[config.mk]
export PLATFORM = sky130hd
export DESIGN_NAME = wav_pcm_header_check_top
export DESIGN_NICKNAME = d
export VERILOG_FILES = /design/src/wph_pkg.sv /design/src/wph_header_parse.sv /design/src/wav_pcm_header_check_top.sv
export VERILOG_INCLUDE_DIRS = /design/src /design/src/src
export SDC_FILE = /design/constraint.sdc
export NUM_CORES = 1
export LEC_CHECK = 0
export BUFFER_PORTS_ARGS = -buffer_cell sky130_fd_sc_hd__buf_2
export CAP_MARGIN = 0
export CORE_MARGIN = 4
export CORE_UTILIZATION = 50
export CTS_CLUSTER_DIAMETER = 60
export DETAILED_ROUTE_END_ITERATION = 6
export GPL_TIMING_DRIVEN = 1
export PLACE_DENSITY_LB_ADDON = 0.25
export RECOVER_POWER = 50
export SLEW_MARGIN = 0
export SYNTH_ARGS = -nofsm -noshare
export SYNTH_HDL_FRONTEND = slang
export SYNTH_SLANG_ARGS = --single-unit
[constraint.sdc]
create_clock -name i_clk -period 5 [get_ports i_clk]
set_input_delay 0 -clock i_clk [delete_from_list [all_inputs] [get_ports i_clk]]
set_output_delay 0 -clock i_clk [all_outputs]
set_load 0.02 [all_outputs]
[src/wav_pcm_header_check_top_macros.svh]
// assertion macros shared by the wav pcm header checker
`ifndef WAV_PCM_HEADER_CHECK_TOP_MACROS_SVH
`define WAV_PCM_HEADER_CHECK_TOP_MACROS_SVH

// clocked check, off while reset is held
`define WPH_ASSERT(label, prop, msg) \
    label: assert property (@(posedge i_clk) disable iff (!i_rst_n) prop) else $error(msg);

// clocked check that also holds through reset
`define WPH_ASSERT_ALWAYS(label, prop, msg) \
    label: assert property (@(posedge i_clk) prop) else $error(msg);

`endif

[src/wph_pkg.sv]
`default_nettype none

package wph_pkg;

    localparam logic [5:0] HDR_LEN = 6'd44;
    localparam logic [15:0] PCM_FORMAT = 16'd1;
    localparam logic [31:0] COUNT_MAX = 32'hFFFF_FFFF;

    localparam logic [31:0] TAG_RIFF = "RIFF";
    localparam logic [31:0] TAG_WAVE = "WAVE";
    localparam logic [31:0] TAG_FMT = "fmt ";
    localparam logic [31:0] TAG_DATA = "data";

    localparam logic [23:0] KEY_MONO8 = 24'h000108;
    localparam logic [23:0] KEY_MONO16 = 24'h000110;
    localparam logic [23:0] KEY_STEREO8 = 24'h000208;
    localparam logic [23:0] KEY_STEREO16 = 24'h000210;

    typedef enum logic [2:0] {
        ST_OK = 3'd0,
        ST_SHORT = 3'd1,
        ST_BAD_TAG = 3'd2,
        ST_NOT_PCM = 3'd3,
        ST_SIZE = 3'd4,
        ST_LAYOUT = 3'd5
    } t_status;

    typedef enum logic [1:0] {
        FMT_MONO8 = 2'd0,
        FMT_MONO16 = 2'd1,
        FMT_STEREO8 = 2'd2,
        FMT_STEREO16 = 2'd3
    } t_format;

    typedef struct packed {
        logic [31:0] payload_size;
        logic [31:0] sample_rate;
        t_format sample_format;
        t_status status;
    } t_verdict;

    typedef struct packed {
        logic chk;
        logic [7:0] value;
    } t_tag;

    // byte k of a tag word, first character in the top byte
    function automatic logic [7:0] tag_byte(input logic [31:0] tag, input logic [1:0] k);
        logic [4:0] sh;
        sh = 5'd24 - {k, 3'b000};
        return tag[sh +: 8];
    endfunction

    function automatic t_tag expected_tag(input logic [5:0] pos);
        t_tag t;
        t.chk = 1'b1;
        t.value = 8'd0;
        if (pos < 6'd4) begin
            t.value = tag_byte(TAG_RIFF, pos[1:0]);
        end else if (pos >= 6'd8 && pos < 6'd12) begin
            t.value = tag_byte(TAG_WAVE, pos[1:0]);
        end else if (pos >= 6'd12 && pos < 6'd16) begin
            t.value = tag_byte(TAG_FMT, pos[1:0]);
        end else if (pos >= 6'd36 && pos < 6'd40) begin
            t.value = tag_byte(TAG_DATA, pos[1:0]);
        end else begin
            t.chk = 1'b0;
        end
        return t;
    endfunction

endpackage

`default_nettype wire

[src/wph_header_parse.sv]
`default_nettype none
`include "wav_pcm_header_check_top_macros.svh"

module wph_header_parse
    import wph_pkg::*;
(
    input  wire logic     i_clk,
    input  wire logic     i_rst_n,
    input  wire logic     i_byte_en,
    input  wire logic [7:0] i_file_byte,
    input  wire logic     i_last_byte,
    output t_verdict      o_verdict
);

    logic [5:0]  r_pos, n_pos;
    logic        r_mis, n_mis;
    logic [15:0] r_fmt, n_fmt;
    logic [15:0] r_chan, n_chan;
    logic [31:0] r_rate, n_rate;
    logic [15:0] r_bits, n_bits;
    logic [31:0] r_size, n_size;
    logic [31:0] r_count, n_count;
    t_tag        tag;
    logic [23:0] key;

    always_comb begin
        n_pos = r_pos;
        n_mis = r_mis;
        n_fmt = r_fmt;
        n_chan = r_chan;
        n_rate = r_rate;
        n_bits = r_bits;
        n_size = r_size;
        n_count = r_count;
        tag = expected_tag(r_pos);
        if (i_byte_en) begin
            if (r_pos < HDR_LEN) begin
                if (tag.chk && (tag.value != i_file_byte)) begin
                    n_mis = 1'b1;
                end
                priority if (r_pos >= 6'd20 && r_pos < 6'd22) begin
                    n_fmt[{r_pos[0], 3'b000} +: 8] = i_file_byte;
                end else if (r_pos >= 6'd22 && r_pos < 6'd24) begin
                    n_chan[{r_pos[0], 3'b000} +: 8] = i_file_byte;
                end else if (r_pos >= 6'd24 && r_pos < 6'd28) begin
                    n_rate[{r_pos[1:0], 3'b000} +: 8] = i_file_byte;
                end else if (r_pos >= 6'd34 && r_pos < 6'd36) begin
                    n_bits[{r_pos[0], 3'b000} +: 8] = i_file_byte;
                end else if (r_pos >= 6'd40) begin
                    n_size[{r_pos[1:0], 3'b000} +: 8] = i_file_byte;
                end else begin
                    n_fmt = r_fmt;
                end
                n_pos = r_pos + 6'd1;
            end else if (r_count != COUNT_MAX) begin
                n_count = r_count + 32'd1;
            end
        end
    end

    // verdict on the state including the current byte
    always_comb begin
        key = {n_chan, 8'h00} | {8'h00, n_bits};
        o_verdict.sample_rate = n_rate;
        o_verdict.payload_size = n_size;
        o_verdict.sample_format = FMT_MONO8;
        o_verdict.status = ST_OK;
        priority if (n_pos < HDR_LEN) begin
            o_verdict.status = ST_SHORT;
        end else if (n_mis) begin
            o_verdict.status = ST_BAD_TAG;
        end else if (n_fmt != PCM_FORMAT) begin
            o_verdict.status = ST_NOT_PCM;
        end else if (n_size > n_count) begin
            o_verdict.status = ST_SIZE;
        end else begin
            unique case (key)
                KEY_MONO8: begin
                    o_verdict.sample_format = FMT_MONO8;
                end
                KEY_MONO16: begin
                    o_verdict.sample_format = FMT_MONO16;
                end
                KEY_STEREO8: begin
                    o_verdict.sample_format = FMT_STEREO8;
                end
                KEY_STEREO16: begin
                    o_verdict.sample_format = FMT_STEREO16;
                end
                default: begin
                    o_verdict.status = ST_LAYOUT;
                end
            endcase
        end
    end

    // a file ends on its last byte, the next byte opens a new one
    always_ff @(posedge i_clk) begin
        if (!i_rst_n || (i_byte_en && i_last_byte)) begin
            r_pos <= '0;
            r_mis <= 1'b0;
            r_fmt <= '0;
            r_chan <= '0;
            r_rate <= '0;
            r_bits <= '0;
            r_size <= '0;
            r_count <= '0;
        end else begin
            r_pos <= n_pos;
            r_mis <= n_mis;
            r_fmt <= n_fmt;
            r_chan <= n_chan;
            r_rate <= n_rate;
            r_bits <= n_bits;
            r_size <= n_size;
            r_count <= n_count;
        end
    end

    `WPH_ASSERT(a_pos_cleared, (i_byte_en && i_last_byte) |=> (r_pos == '0 && r_count == '0), "state not cleared after last byte")
    `WPH_ASSERT_ALWAYS(a_pos_range, !i_rst_n || (r_pos <= HDR_LEN), "header position beyond header length")
    `WPH_ASSERT(a_count_idle, (r_pos < HDR_LEN) |-> (r_count == '0), "payload counted inside header")

endmodule

`default_nettype wire

[src/wav_pcm_header_check_top.sv]
// wav pcm header checker
// input channel s_axis: one file byte per transaction, tlast on the final byte
// of a file; the byte after a tlast opens the next file.
// output channel m_axis: one verdict transaction per file, sent for the byte
// that carried tlast; bytes without tlast give no output.
// output register: the verdict is valid in the cycle after its last byte is accepted.
// throughput: one byte per cycle; the header fields are gathered byte by byte
// and the verdict is a single compare and select into the output register.
// when m_axis stalls with a verdict held, s_axis tready drops until it is
// taken; a verdict taken in the same cycle frees the slot at once.
// reset: synchronous, active low; clears the header position, tag flag,
// collected fields, payload count and the output valid.
// status codes: 0 ok, 1 too short, 2 bad tag, 3 not pcm, 4 size exceeds file,
// 5 unsupported layout; sample format is 0 whenever status is not ok.
// payload bytes after the 44 byte header are counted, saturating at the
// 32 bit maximum.
`default_nettype none
`include "wav_pcm_header_check_top_macros.svh"

module wav_pcm_header_check_top
    import wph_pkg::*;
(
    input  wire logic        i_clk,
    input  wire logic        i_rst_n,
    input  wire logic        i_s_axis_tvalid,
    output logic             o_s_axis_tready,
    input  wire logic [7:0]  i_s_axis_tdata,   // file_byte
    input  wire logic        i_s_axis_tlast,   // last_byte
    output logic             o_m_axis_tvalid,
    input  wire logic        i_m_axis_tready,
    // status[2:0], sample_format[4:3], sample_rate[36:5], payload_size[68:37], zero pad
    output logic [71:0]      o_m_axis_tdata
);

    logic     in_acc;
    logic     r_out_valid;
    t_verdict r_out;
    t_verdict verdict;

    assign o_s_axis_tready = !r_out_valid || i_m_axis_tready;
    assign in_acc = i_s_axis_tvalid && o_s_axis_tready;

    wph_header_parse u_parse (
        .i_clk       (i_clk),
        .i_rst_n     (i_rst_n),
        .i_byte_en   (in_acc),
        .i_file_byte (i_s_axis_tdata),
        .i_last_byte (i_s_axis_tlast),
        .o_verdict   (verdict)
    );

    always_ff @(posedge i_clk) begin
        if (!i_rst_n) begin
            r_out_valid <= 1'b0;
        end else if (in_acc && i_s_axis_tlast) begin
            r_out_valid <= 1'b1;
        end else if (i_m_axis_tready) begin
            r_out_valid <= 1'b0;
        end
    end

    always_ff @(posedge i_clk) begin
        if (in_acc && i_s_axis_tlast) begin
            r_out <= verdict;
        end
    end

    assign o_m_axis_tvalid = r_out_valid;
    assign o_m_axis_tdata = {3'b000, r_out.payload_size, r_out.sample_rate,
                             r_out.sample_format, r_out.status};

    `WPH_ASSERT(a_last_gives_out, (in_acc && i_s_axis_tlast) |=> o_m_axis_tvalid, "no verdict after last byte")
    `WPH_ASSERT(a_no_stray_out, (!(in_acc && i_s_axis_tlast) && (!r_out_valid || i_m_axis_tready)) |=> !o_m_axis_tvalid, "verdict without last byte")
    `WPH_ASSERT(a_fmt_zero, (o_m_axis_tvalid && r_out.status != ST_OK) |-> (r_out.sample_format == FMT_MONO8), "format set on failed check")
    `WPH_ASSERT(a_no_overwrite, (r_out_valid && !i_m_axis_tready) |-> !in_acc, "byte taken while verdict stalled")

endmodule

`default_nettype wire

# After elaboration in Yosys (flattened, before gate mapping)
# Index checks and enable logic that the tools add are counted.
# W data, S select, Z words.
dict set report word_totals {
  register_bits 221
  in_bits 13
  output_inout_bits 74
}
dict set report classes {
  addsub 5
  magnitude_cmp 19
  n_eq_ne 7
  shift 8
  n_mux 53
  bitwise_logic 1
  reduce_logical 18
}
# op count
set op_table {}
lappend op_table {{$mux W32} 15}
lappend op_table {{$mux W16} 13}
lappend op_table {{$shiftx A32 B6 Y8 const A} 4}
lappend op_table {{$bwmux W32} 2}
lappend op_table {{$bwmux W16} 3}
lappend op_table {{$eq A24 B10 Y1 const B} 2}
lappend op_table {{$eq A24 B9 Y1 const B} 2}
lappend op_table {{$add A32 B1 Y32 const B} 1}
lappend op_table {{$gt A32 B32 Y1} 1}
lappend op_table {{$mux W8} 4}
lappend op_table {{$ne A32 B32 Y1 const B} 1}
lappend op_table {{$shift A8 B7 Y32 const A} 1}
lappend op_table {{$shiftx A8 B7 Y32} 1}
lappend op_table {{$lt A6 B5 Y1 const B} 4}
lappend op_table {{$lt A6 B6 Y1 const B} 4}
lappend op_table {{$or A24 B16 Y24} 1}
lappend op_table {{$ge A6 B5 Y1 const B} 3}
lappend op_table {{$ge A6 B6 Y1 const B} 3}
lappend op_table {{$ne A16 B1 Y1 const B} 1}
lappend op_table {{$shift A8 B6 Y16 const A} 1}
lappend op_table {{$shiftx A8 B6 Y16} 1}
lappend op_table {{$ge A6 B4 Y1 const B} 2}
lappend op_table {{$mux W6} 2}
lappend op_table {{$logic_and A1 B1 Y1} 10}
lappend op_table {{other kinds (16)} 29}

# Depth between registers and ports, before layout
# Gate-level depths: netlist (run 1).
dict set report depth {
  depth_word 16
  ltp_mapped 18
  mapped_depth_nobuf 15
}

# Cells and area by module
# Synthesis (run 1) repeated with hierarchy kept, for this count alone.
dict set report unflattened {
  cells_unflattened 1051
  hier_area_um2 10085.9
}
# module instances cells_per_inst area_each_um2 seq_area_each_um2
set modules_own_cells {}
lappend modules_own_cells {wph_header_parse 1 972 7916.3 3022.9}
lappend modules_own_cells {wav_pcm_header_check_top 1 79 2169.6 2092.0}

# Least setup slack after synthesis (run 1)
# No wires, ideal clock.
dict set report synth_timing {
  path_type {register -> register}
  startpoint {reg u_parse.r_count[0]}
  endpoint {reg r_out, in the netlist o_m_axis_tdata[2] (data pin)}
  setup_time_ps 274
  arrival_ps 3524
  setup_slack_ps 1203
  stages_incl_launch_ff 18
  path_buffers 3
  synth_period_minus_slack_ps 3797
  cell_sequence {dfxtp_1 > ha_1 > and2_1 > clkbuf_1 > nand3_1 > or4_1 > buf_2 > nand3_4 > buf_6 > nor2_1 > xnor2_1 > ha_1 > or3_1 > a221oi_1 > a2111oi_0 > o41a_1 > o21ai_0 > a31oi_1}
}
dict set report synth_between {
  elab_chain_cells 6
  word_cells_on_any_way 7
  classes_between {1 x add/sub; 1 x order compare; 1 x eq/ne; 4 x mux}
}
# element line
set synth_lines {}
lappend synth_lines {{start: declaration} wph_header_parse.sv:22} ;# logic [31:0] r_count, n_count;
lappend synth_lines {{start signal: assignment} wph_header_parse.sv:116} ;# r_count <= n_count;
lappend synth_lines {{$add A32 B1 Y32 / $ne A32 B32 Y1 (equally long branches)} {wph_header_parse.sv:56, wph_header_parse.sv:55}}
lappend synth_lines {{$mux W32} wph_header_parse.sv:55} ;# end else if (r_count != COUNT_MAX) begin
lappend synth_lines {{$mux W32} wph_header_parse.sv:37} ;# if (r_pos < HDR_LEN) begin
lappend synth_lines {{$mux W32 (*)} wph_header_parse.sv:36} ;# if (i_byte_en) begin
lappend synth_lines {{$gt A32 B32 Y1 (*)} wph_header_parse.sv:74} ;# end else if (n_size > n_count) begin
lappend synth_lines {{$mux W3 (*)} wph_header_parse.sv:74}
lappend synth_lines {{end signal: assignment} wav_pcm_header_check_top.sv:64} ;# r_out <= verdict;
lappend synth_lines {{end: declaration} wav_pcm_header_check_top.sv:37} ;# t_verdict r_out;
# Every way passes the cells marked *; elsewhere a longest branch is shown, timed or not.
# A chain may end at the register's enable or synchronous reset.

# Final worst setup path (run 1)
dict set report layout_timing {
  startpoint {reg u_parse.r_pos[0]}
  endpoint {reg r_out, in the netlist o_m_axis_tdata[0] (data pin)}
}
dict set report layout_between {
  word_cells_on_any_way 90
  classes_between {4 x add/sub; 19 x order compare; 6 x eq/ne; 8 x shift; 43 x mux; 1 x bitwise; 9 x reduce/logical}
}
# element line
set layout_lines {}
lappend layout_lines {{start: declaration} wph_header_parse.sv:15} ;# logic [5:0] r_pos, n_pos;
lappend layout_lines {{start signal: assignment} wph_header_parse.sv:109} ;# r_pos <= n_pos;
lappend layout_lines {{$neg A5 Y7} wph_header_parse.sv:50} ;# n_size[{r_pos[1:0], 3'b000} +: 8] = i_file_byte;
lappend layout_lines {{$shiftx A8 B7 Y32 / $shift A8 B7 Y32 (equally long branches)} wph_header_parse.sv:50}
lappend layout_lines {{$bwmux W32} wph_header_parse.sv:50}
lappend layout_lines {{$mux W32} wph_header_parse.sv:49} ;# end else if (r_pos >= 6'd40) begin
lappend layout_lines {{$mux W32} wph_header_parse.sv:47} ;# end else if (r_pos >= 6'd34 && r_pos < 6'd36) begin
lappend layout_lines {{$mux W32} wph_header_parse.sv:45} ;# end else if (r_pos >= 6'd24 && r_pos < 6'd28) begin
lappend layout_lines {{$mux W32} wph_header_parse.sv:43} ;# end else if (r_pos >= 6'd22 && r_pos < 6'd24) begin
lappend layout_lines {{$mux W32} wph_header_parse.sv:41} ;# priority if (r_pos >= 6'd20 && r_pos < 6'd22) begin
lappend layout_lines {{$mux W32 (*)} wph_header_parse.sv:37}
lappend layout_lines {{$mux W32 (*)} wph_header_parse.sv:36}
lappend layout_lines {{named net u_parse.n_size[30]} wph_header_parse.sv:21} ;# logic [31:0] r_size, n_size;
lappend layout_lines {{$gt A32 B32 Y1 (*)} wph_header_parse.sv:74}
lappend layout_lines {{$mux W3 (*)} wph_header_parse.sv:74}
lappend layout_lines {{$mux W2 (*)} wph_header_parse.sv:72} ;# end else if (n_fmt != PCM_FORMAT) begin
lappend layout_lines {{$mux W2 (*)} wph_header_parse.sv:70} ;# end else if (n_mis) begin
# Mark *: on every way through the listed nets, which the timed path passes. The rest lies on a longest branch.

==> PnR_summary.wiki, run 1 <==
{| class="wikitable"
! Metric !! Value
|-
| Initial antenna violation count || 0
|-
| Portion of total power attributed to sequential cells || 48.0%
|-
| Resized cells post-CTS || 0
|-
| Cell area after placement || 0.0107 mm^2
|-
| Total of fill cells in the finished design || 1739
|-
| CTS sink count || 221
|-
| Slew headroom || -115%
|-
| Shortest clock period the worst path allows after layout || 4.57 ns
|-
| Max Clock Freq || 0.219 GHz
|-
| R2R Setup Slk || 0.43 ns
|-
| Starting utilization of the core area || 51.4%
|-
| Clk buf depth || 3
|-
| Type of origin of the critical path || flop
|-
| Highest-count cells in the layout ignoring fill and taps || dfxtp_1 (152), nor2_1 (129), nand2_1 (106), clkbuf_1 (71), nor2b_1 (70)
|-
| Clock edge transition at the registers on the reported setup and hold paths || 0.06 ns
|-
| Flop and latch count out of synthesis || 221
|-
| Buffer type at the clock tree root || clkbuf_16
|-
| Unrepaired setup endpoints after global routing || no
|-
| Clock tree from TritonCTS || yes
|-
| CTS H-Tree Depth || 1
|-
| Weighted congestion at the end of routability-driven global placement || 0.879
|-
| Post-Synthesis Cells || 1028
|-
| Internal power || 3.04 mW
|-
| Worst min-delay path category || in -> reg
|-
| Switching Power || 870 uW
|-
| Met1 WL || 10.9 mm
|-
| Number of global-route vias before repair || 7158
|-
| IO Count || 87
|-
| Worst Path Max Fanout || 13
|-
| Layout cells sized above 1 || 7.59%
|-
| Worst setup path category || reg -> reg
|-
| Post-detailed-route via-to-cell ratio || 5.53
|-
| TritonRoute pass-1 iters || 5
|-
| Power consumption || 3.91 mW
|-
| EDFF count, synth || 69
|-
| Mapped Avg Cell Area || 9.83 um^2
|-
| Run status || finished with violations
|-
| Post-synthesis cell area || 0.0101 mm^2
|-
| Relative contribution of combinational cells to total power || 4.3%
|-
| Core region area || 0.0197 mm^2
|-
| Count of unresolved DRC violations after routing || 0
|-
| Clock power share || 47.7%
|-
| Data arrival, critical path || 4.82 ns
|-
| Final cell count without fillers || 1371
|-
| Synthesis warning total || 0
|-
| Standard cell with the maximum stage delay on the critical path || nor4_1
|-
| Post-route clock period utilization || 91.5%
|-
| Power per standard cell area || 342 mW/mm^2
|-
| Maximum clock skew at final layout || 0.0129 ns
|-
| Port Buffers || 83
|-
| Horiz. Die Dim || 150 um
|-
| Count of antenna-violating nets left after detailed routing || 0
|-
| Grt total ovfl || 0
|-
| Total met3 wirelength after detailed routing || 1.50 mm
|-
| GR Util All Layers || 21.1%
|-
| Largest net degree at the start of global routing || 98
|-
| Commonest non-fill, non-tap cell in the layout || dfxtp_1
|-
| HPWL after DPL || 15.9 mm
|-
| Number of pins exceeding their max-slew limit in the final report || 98
|-
| Static Leak || 4.33 nW
|-
| Fraction of power spent switching nets || 22.2%
|-
| Critical Path RT || 5.25 ns
|-
| Violations in the final reports || capacitance limit, slew limit
|-
| Post-synthesis to final-layout area growth || 13.1%
|-
| Distinct cells, synth || 79
|-
| Routed wire length per instance || 17.4 um
|-
| Aggregate negative setup slack || 0 ns
|-
| Detailed route wirelength on metal2 || 10.8 mm
|-
| Total number of vias || 7584
|-
| Final standard cell area without fillers || 0.0114 mm^2
|-
| Number of endpoints with negative hold slack in the final report || 0
|-
| Cell Chain, Critical Path || inv_1 > ha_1 > nor4_1 > nand2_1 > o21ai_0 > ha_1 > nand2_1 > or3_1 > nor3_1 > o41a_1 > o21ai_0 > a21oi_1 > o21ai_1
|-
| Drt total wl || 23.8 mm
|-
| Die area || 0.0225 mm^2
|-
| Net total in the final layout || 1142
|-
| Number of antenna repair diodes || 0
|-
| Slowest stage delay, CP || 0.76 ns
|-
| Insertion delay to the later sink of the worst-skew pair || 0.52 ns
|-
| Number of buffers inserted during clock tree synthesis || 24
|-
| Prevailing post-synth register cell || dfxtp_1
|-
| Final setup violation count || 0
|-
| Slew @ Worst Pin || 3.23 ns
|-
| Endpoint class of the critical path || flop
|-
| Site Rows || 51
|-
| Highest routing layer actually used || met4
|-
| Share of flip-flops with an asynchronous set or reset after synthesis || 0%
|-
| Placed cell count || 1325
|-
| 1st-iter DRT viols || 604
|-
| Number of max-capacitance violations reported || 1
|-
| Sequential area share after synthesis || 50.6%
|-
| Vertical die dimension || 150 um
|-
| Maximum VDD drop || 0.230 mV
|-
| Wire length of the first global-routing pass || 37.9 mm
|}
-- final timing paths --
check                                                   start                              end  cells after the start
worst min-delay path                        i_s_axis_tdata[7]    u_parse.r_chan[15]$_SDFF_PP0_                      3
worst min register to register   u_parse.r_chan[5]$_SDFF_PP0_     u_parse.r_chan[5]$_SDFF_PP0_                      2
worst max register to register  u_parse.r_pos[0]$_SDFFE_PP0P_  o_m_axis_tdata[0]$_SDFFCE_PP1P_                     13
worst max-delay path            u_parse.r_pos[0]$_SDFFE_PP0P_  o_m_axis_tdata[0]$_SDFFCE_PP1P_                     13
-- worst max-delay path: cells and delay by family, from the launching register on --
kind	cells	cell delay, ns
simple gates	5	1.76
buf+inv	1	0.26
fa+ha+maj	2	0.63
flops	1	0.60
compound gates	5	1.05
-- synth_stat cells, types with 18 or more instances --
library cell / count / area [um^2]
a21oi_1: 28 / 140
clkbuf_1: 40 / 150
dfxtp_1: 152 / 3040
edfxtp_1: 69 / 2070
ha_1: 41 / 513
mux2i_1: 38 / 380
nand2_1: 106 / 398
nand3_1: 20 / 100
nand4_1: 20 / 125
nor2_1: 128 / 480
nor2b_1: 70 / 438
nor3_1: 18 / 90.1
nor4_1: 18 / 113
o21ai_0: 65 / 325
xnor2_1: 28 / 245
-- logic make-up after synthesis --
| logic type | count (synthesis) | share of synthesized area (%) |
|---|---|---|
| AND/OR/NAND/NOR | 441 | 22.3 |
| flip-flops | 221 | 50.6 |
| AO/OA/AOI/OAI | 166 | 11.0 |
| buffers and inverters | 80 | 3.49 |
| adder cells (fa/ha/maj) | 41 | 5.08 |
| XOR/XNOR | 39 | 3.53 |
| multiplexers | 39 | 3.88 |
| other | 1 | 0.0371 |
-- sequential cells by signal (all words and copies together), names as in the netlist --
| signal | count |
|---|---|
| u_parse.r_rate | 32 |
| o_m_axis_tdata | 69 |
| u_parse.r_pos | 6 |
| u_parse.r_mis | 1 |
| u_parse.r_fmt | 16 |
| u_parse.r_count | 32 |
| u_parse.r_chan | 16 |
| o_m_axis_tvalid | 1 |
| u_parse.r_size | 32 |
| u_parse.r_bits | 16 |
-- per-layer routing --
layer  GRT usage [%]  vias up
met5               0        -
met2            33.8      207
met3            3.01       45
met4            7.23        0
met1            29.5     3579
li1                -     3753
-- power groups by stage --
stage               clock, mW  sequential [mW]  combinational [mW]
floorplan                   0             1.94              0.0931
global placement            0             1.92               0.173
detailed placement          0             1.92               0.173
CTS                      1.89             1.88               0.175
global route             1.98             1.88               0.183
finish                   1.87             1.88               0.168
-- through the flow --
step / hold slack [ns] / util, % / setup slack (ns)
after global routing: 0.0414 / 58.1 / 0.126
after CTS: 0.00956 / 58.6 / 0.512
after floorplan: 0.154 / - / 1.20
final: 0.0329 / 58.1 / 0.427
after detailed placement: 0.300 / 54.2 / 0.542
after global placement: 0.290 / 54.2 / 0.685
-- what timing repair did --
item / CTS / global route
buffers inserted: 0 / 0
hold buffers: 2 / 0
hold endpoints to repair: 1 / 0
-- area by class of cell --
| type | instances | area, um^2 | share of cell area (%) |
|---|---|---|---|
| Sequential cell | 221 | 5110 | 44.8 |
| Multi-Input combinational cell | 729 | 4640 | 40.6 |
| Clock buffer | 27 | 643 | 5.63 |
| Timing Repair Buffer | 96 | 430 | 3.77 |
| Tap cell | 265 | 332 | 2.90 |
| Clock inverter | 17 | 204 | 1.79 |
| Inverter | 16 | 60.1 | 0.526 |
(Power assumes the default switching activity.)
==> run 2, diff against run 1 <==
- CTS_BUF_LIST: not set -> sky130_fd_sc_hd__clkbuf_4
- GPL_ROUTABILITY_DRIVEN: not set -> 0
==> PnR_summary.wiki, run 2 (same netlist as run 1, synthesis figures left out) <==
{| class="wikitable"
! Metric !! Value
|-
| Clock edge transition at the registers on the reported setup and hold paths || 0.07 ns (about the same)
|-
| Count of antenna-violating nets left after detailed routing || 0 (unchanged)
|-
| Routed wire length per instance || 16.8 um (-3.2%)
|-
| 1st-iter DRT viols || 716 (+19%)
|-
| Total number of vias || 7899 (+4.2%)
|-
| Slew headroom || -121% (-5.5 points)
|-
| Number of endpoints with negative hold slack in the final report || 0 (unchanged)
|-
| Vertical die dimension || 150 um (unchanged)
|-
| Data arrival, critical path || 4.91 ns (+0.09 ns)
|-
| Count of cells along the worst hold path || 4 (+1)
|-
| R2R Path End || o_m_axis_tdata[0]$_SDFFCE_PP1P_
|-
| Hold path start || i_s_axis_tlast
|-
| Power per standard cell area || 317 mW/mm^2 (-7.4%)
|-
| Shortest clock period the worst path allows after layout || 4.50 ns (-0.0771 ns)
|-
| Total of fill cells in the finished design || 1758 (+1.1%)
|-
| Initial antenna violation count || 1 (+1)
|-
| Die area || 0.0225 mm^2 (unchanged)
|-
| HPWL after DPL || 15.9 mm (unchanged)
|-
| GR Util All Layers || 21.5% (+0.41 points)
|-
| Worst Path Max Fanout || 13 (unchanged)
|-
| Placed cell count || 1325 (unchanged)
|-
| Reg-to-reg critical path startpoint || u_parse.r_pos[0]$_SDFFE_PP0P_
|-
| Largest net degree at the start of global routing || 98 (unchanged)
|-
| Maximum clock skew at final layout || 0.0393 ns (+0.0265 ns)
|-
| Net total in the final layout || 1183 (+3.6%)
|-
| Worst setup path category || reg -> reg
|-
| Number of pins exceeding their max-slew limit in the final report || 98 (unchanged)
|-
| Number of max-capacitance violations reported || 1 (unchanged)
|-
| Cell Chain, Critical Path || inv_1 > ha_1 > nor4_1 > nand2_1 > o21ai_0 > ha_1 > nand2_1 > or3_1 > nor3_1 > o41a_1 > o21ai_0 > a21oi_1 > o21ai_1
|-
| Highest-count cells in the layout ignoring fill and taps || dfxtp_1 (152), nor2_1 (129), nand2_1 (106), clkbuf_4 (83)
|-
| Post-detailed-route via-to-cell ratio || 5.50 (-0.63%)
|-
| Number of global-route vias before repair || 7377 (+3.1%)
|-
| Unrepaired setup endpoints after global routing || no
|-
| TritonRoute pass-1 iters || 5 (unchanged)
|-
| CTS H-Tree Depth || 2 (+1)
|-
| Flip-flop count of the largest register after layout || 69 (unchanged)
|-
| Count of unresolved DRC violations after routing || 0 (unchanged)
|-
| Post-route clock period utilization || 89.9% (-1.5 points)
|-
| Drt total wl || 24.2 mm (+1.5%)
|-
| CTS sink count || 221 (unchanged)
|-
| Number of buffers inserted during clock tree synthesis || 55 (+130%)
|-
| Maximum VDD drop || 0.144 mV (-38%)
|-
| Insertion delay to the later sink of the worst-skew pair || 0.69 ns (+0.17 ns)
|-
| Static Leak || 4.39 nW (+1.4%)
|-
| Starting utilization of the core area || 51.4% (unchanged)
|-
| R2R Setup Slk || 0.50 ns (+0.08 ns)
|-
| Grt total ovfl || 0 (unchanged)
|-
| Wire length of the first global-routing pass || 38.4 mm (+1.1%)
|-
| Clock tree from TritonCTS || yes
|-
| Post-Route Hold Slack || 0.180 ns (+0.147 ns)
|-
| Site Rows || 51 (unchanged)
|-
| Critical Path RT || 5.42 ns (+0.17 ns)
|-
| WHS Endpoint || o_m_axis_tvalid$_SDFFE_PN0P_
|-
| Worst min-delay path category || in -> reg
|-
| Slowest stage delay, CP || 0.70 ns (-0.06 ns)
|-
| Slew @ Worst Pin || 3.30 ns (+0.0738 ns)
|-
| Commonest non-fill, non-tap cell in the layout || dfxtp_1
|-
| Clk buf depth || 3 (unchanged)
|-
| Post-synthesis to final-layout area growth || 13.0% (about the same)
|-
| Endpoint class of the critical path || flop
|-
| Standard cell with the maximum stage delay on the critical path || nor4_1
|-
| Type of origin of the critical path || flop
|-
| Layout cells sized above 1 || 11.0% (+3.4 points)
|-
| IO Count || 87 (unchanged)
|-
| Violations in the final reports || capacitance limit, slew limit
|-
| Final setup violation count || 0 (unchanged)
|-
| Port Buffers || 83 (unchanged)
|-
| Max Clock Freq || 0.222 GHz (+1.7%)
|-
| Critical path launch point || u_parse.r_pos[0]$_SDFFE_PP0P_
|-
| Buffer type at the clock tree root || clkbuf_4
|-
| Aggregate negative setup slack || 0 ns (unchanged)
|-
| Core region area || 0.0197 mm^2 (unchanged)
|-
| Run status || finished with violations
|-
| Number of cells on the worst reg-to-reg path || 13 (unchanged)
|-
| Horiz. Die Dim || 150 um (unchanged)
|-
| Final cell count without fillers || 1437 (+4.8%)
|}
[run 2: cell types whose count changed in the layout (fill, tap and decap cells not counted), sizes merged]
cell	previous run	this run
diode	0	1
clkinv	12	15
inv	16	15
dlygate4sd3	2	12
bufinv	4	2
clkbuf	97	153
clkinvlp	1	0
[run 2: how the worst max path moves through the flow]
stage	slack, ns	end
detailed placement	0.54	o_m_axis_tdata[0]$_SDFFCE_PP1P_
global placement	0.69	o_m_axis_tdata[0]$_SDFFCE_PP1P_
floorplan	1.20	o_m_axis_tdata[2]$_SDFFCE_PP0P_
global route	0.15	o_m_axis_tdata[0]$_SDFFCE_PP1P_
CTS	0.54	o_m_axis_tdata[0]$_SDFFCE_PP1P_
finish	0.50	o_m_axis_tdata[0]$_SDFFCE_PP1P_
[run 2: routing by layer]
metal	vias to the layer above	routed length, um	GRT usage, %
met5	-	0	0
li1	3882	-	-
met4	0	695	8.74
met1	3679	10900	29.4
met2	287	10800	33.6
met3	51	1750	4.36
[run 2: per-stage QoR]
step                      total power [mW]  worst slack, ns  utilization (%)  area [um^2]
final                                 3.62            0.504             58.1        11400
after global routing                  3.78            0.148             58.1        11400
after CTS                             3.67            0.539             58.6        11500
after detailed placement              2.09            0.542             54.2        10700
after global placement                2.09            0.685             54.2        10700
after floorplan                       2.03             1.20                -        10100
[run 2: power breakdown]
| group | leakage (nW) | total (mW) | internal [mW] | switching, mW |
|---|---|---|---|---|
| clock | 0.434 | 1.57 | 0.857 | 0.712 |
| combinational | 2.07 | 0.175 | 0.0428 | 0.132 |
| sequential | 1.88 | 1.88 | 1.87 | 0.0107 |
| total | 4.39 | 3.62 | 2.77 | 0.855 |
[run 2: area by class of cell]
class                           count  area [um^2]  area share [%]
Timing Repair Buffer              106          531            4.65
Clock inverter                     16          114           0.997
Tap cell                          265          332            2.90
Clock buffer                       83          623            5.46
Antenna cell                        1         2.50          0.0219
Sequential cell                   221         5110            44.8
Inverter                           16         60.1           0.526
Multi-Input combinational cell    729         4640            40.6
[run 2: timing repair]
action / CTS / global route
resized for setup: 0 / 0
setup buffers: 0 / 0
endpoints found under the hold margin: 58 / 0
hold buffers: 12 / 0
[run 2: critical path, delay by kind of cell, from the launching register on]
family	cells	cell delay, ns
flops	1	0.60
fa+ha+maj	2	0.62
simple gates	5	1.69
buf+inv	1	0.25
compound gates	5	1.08
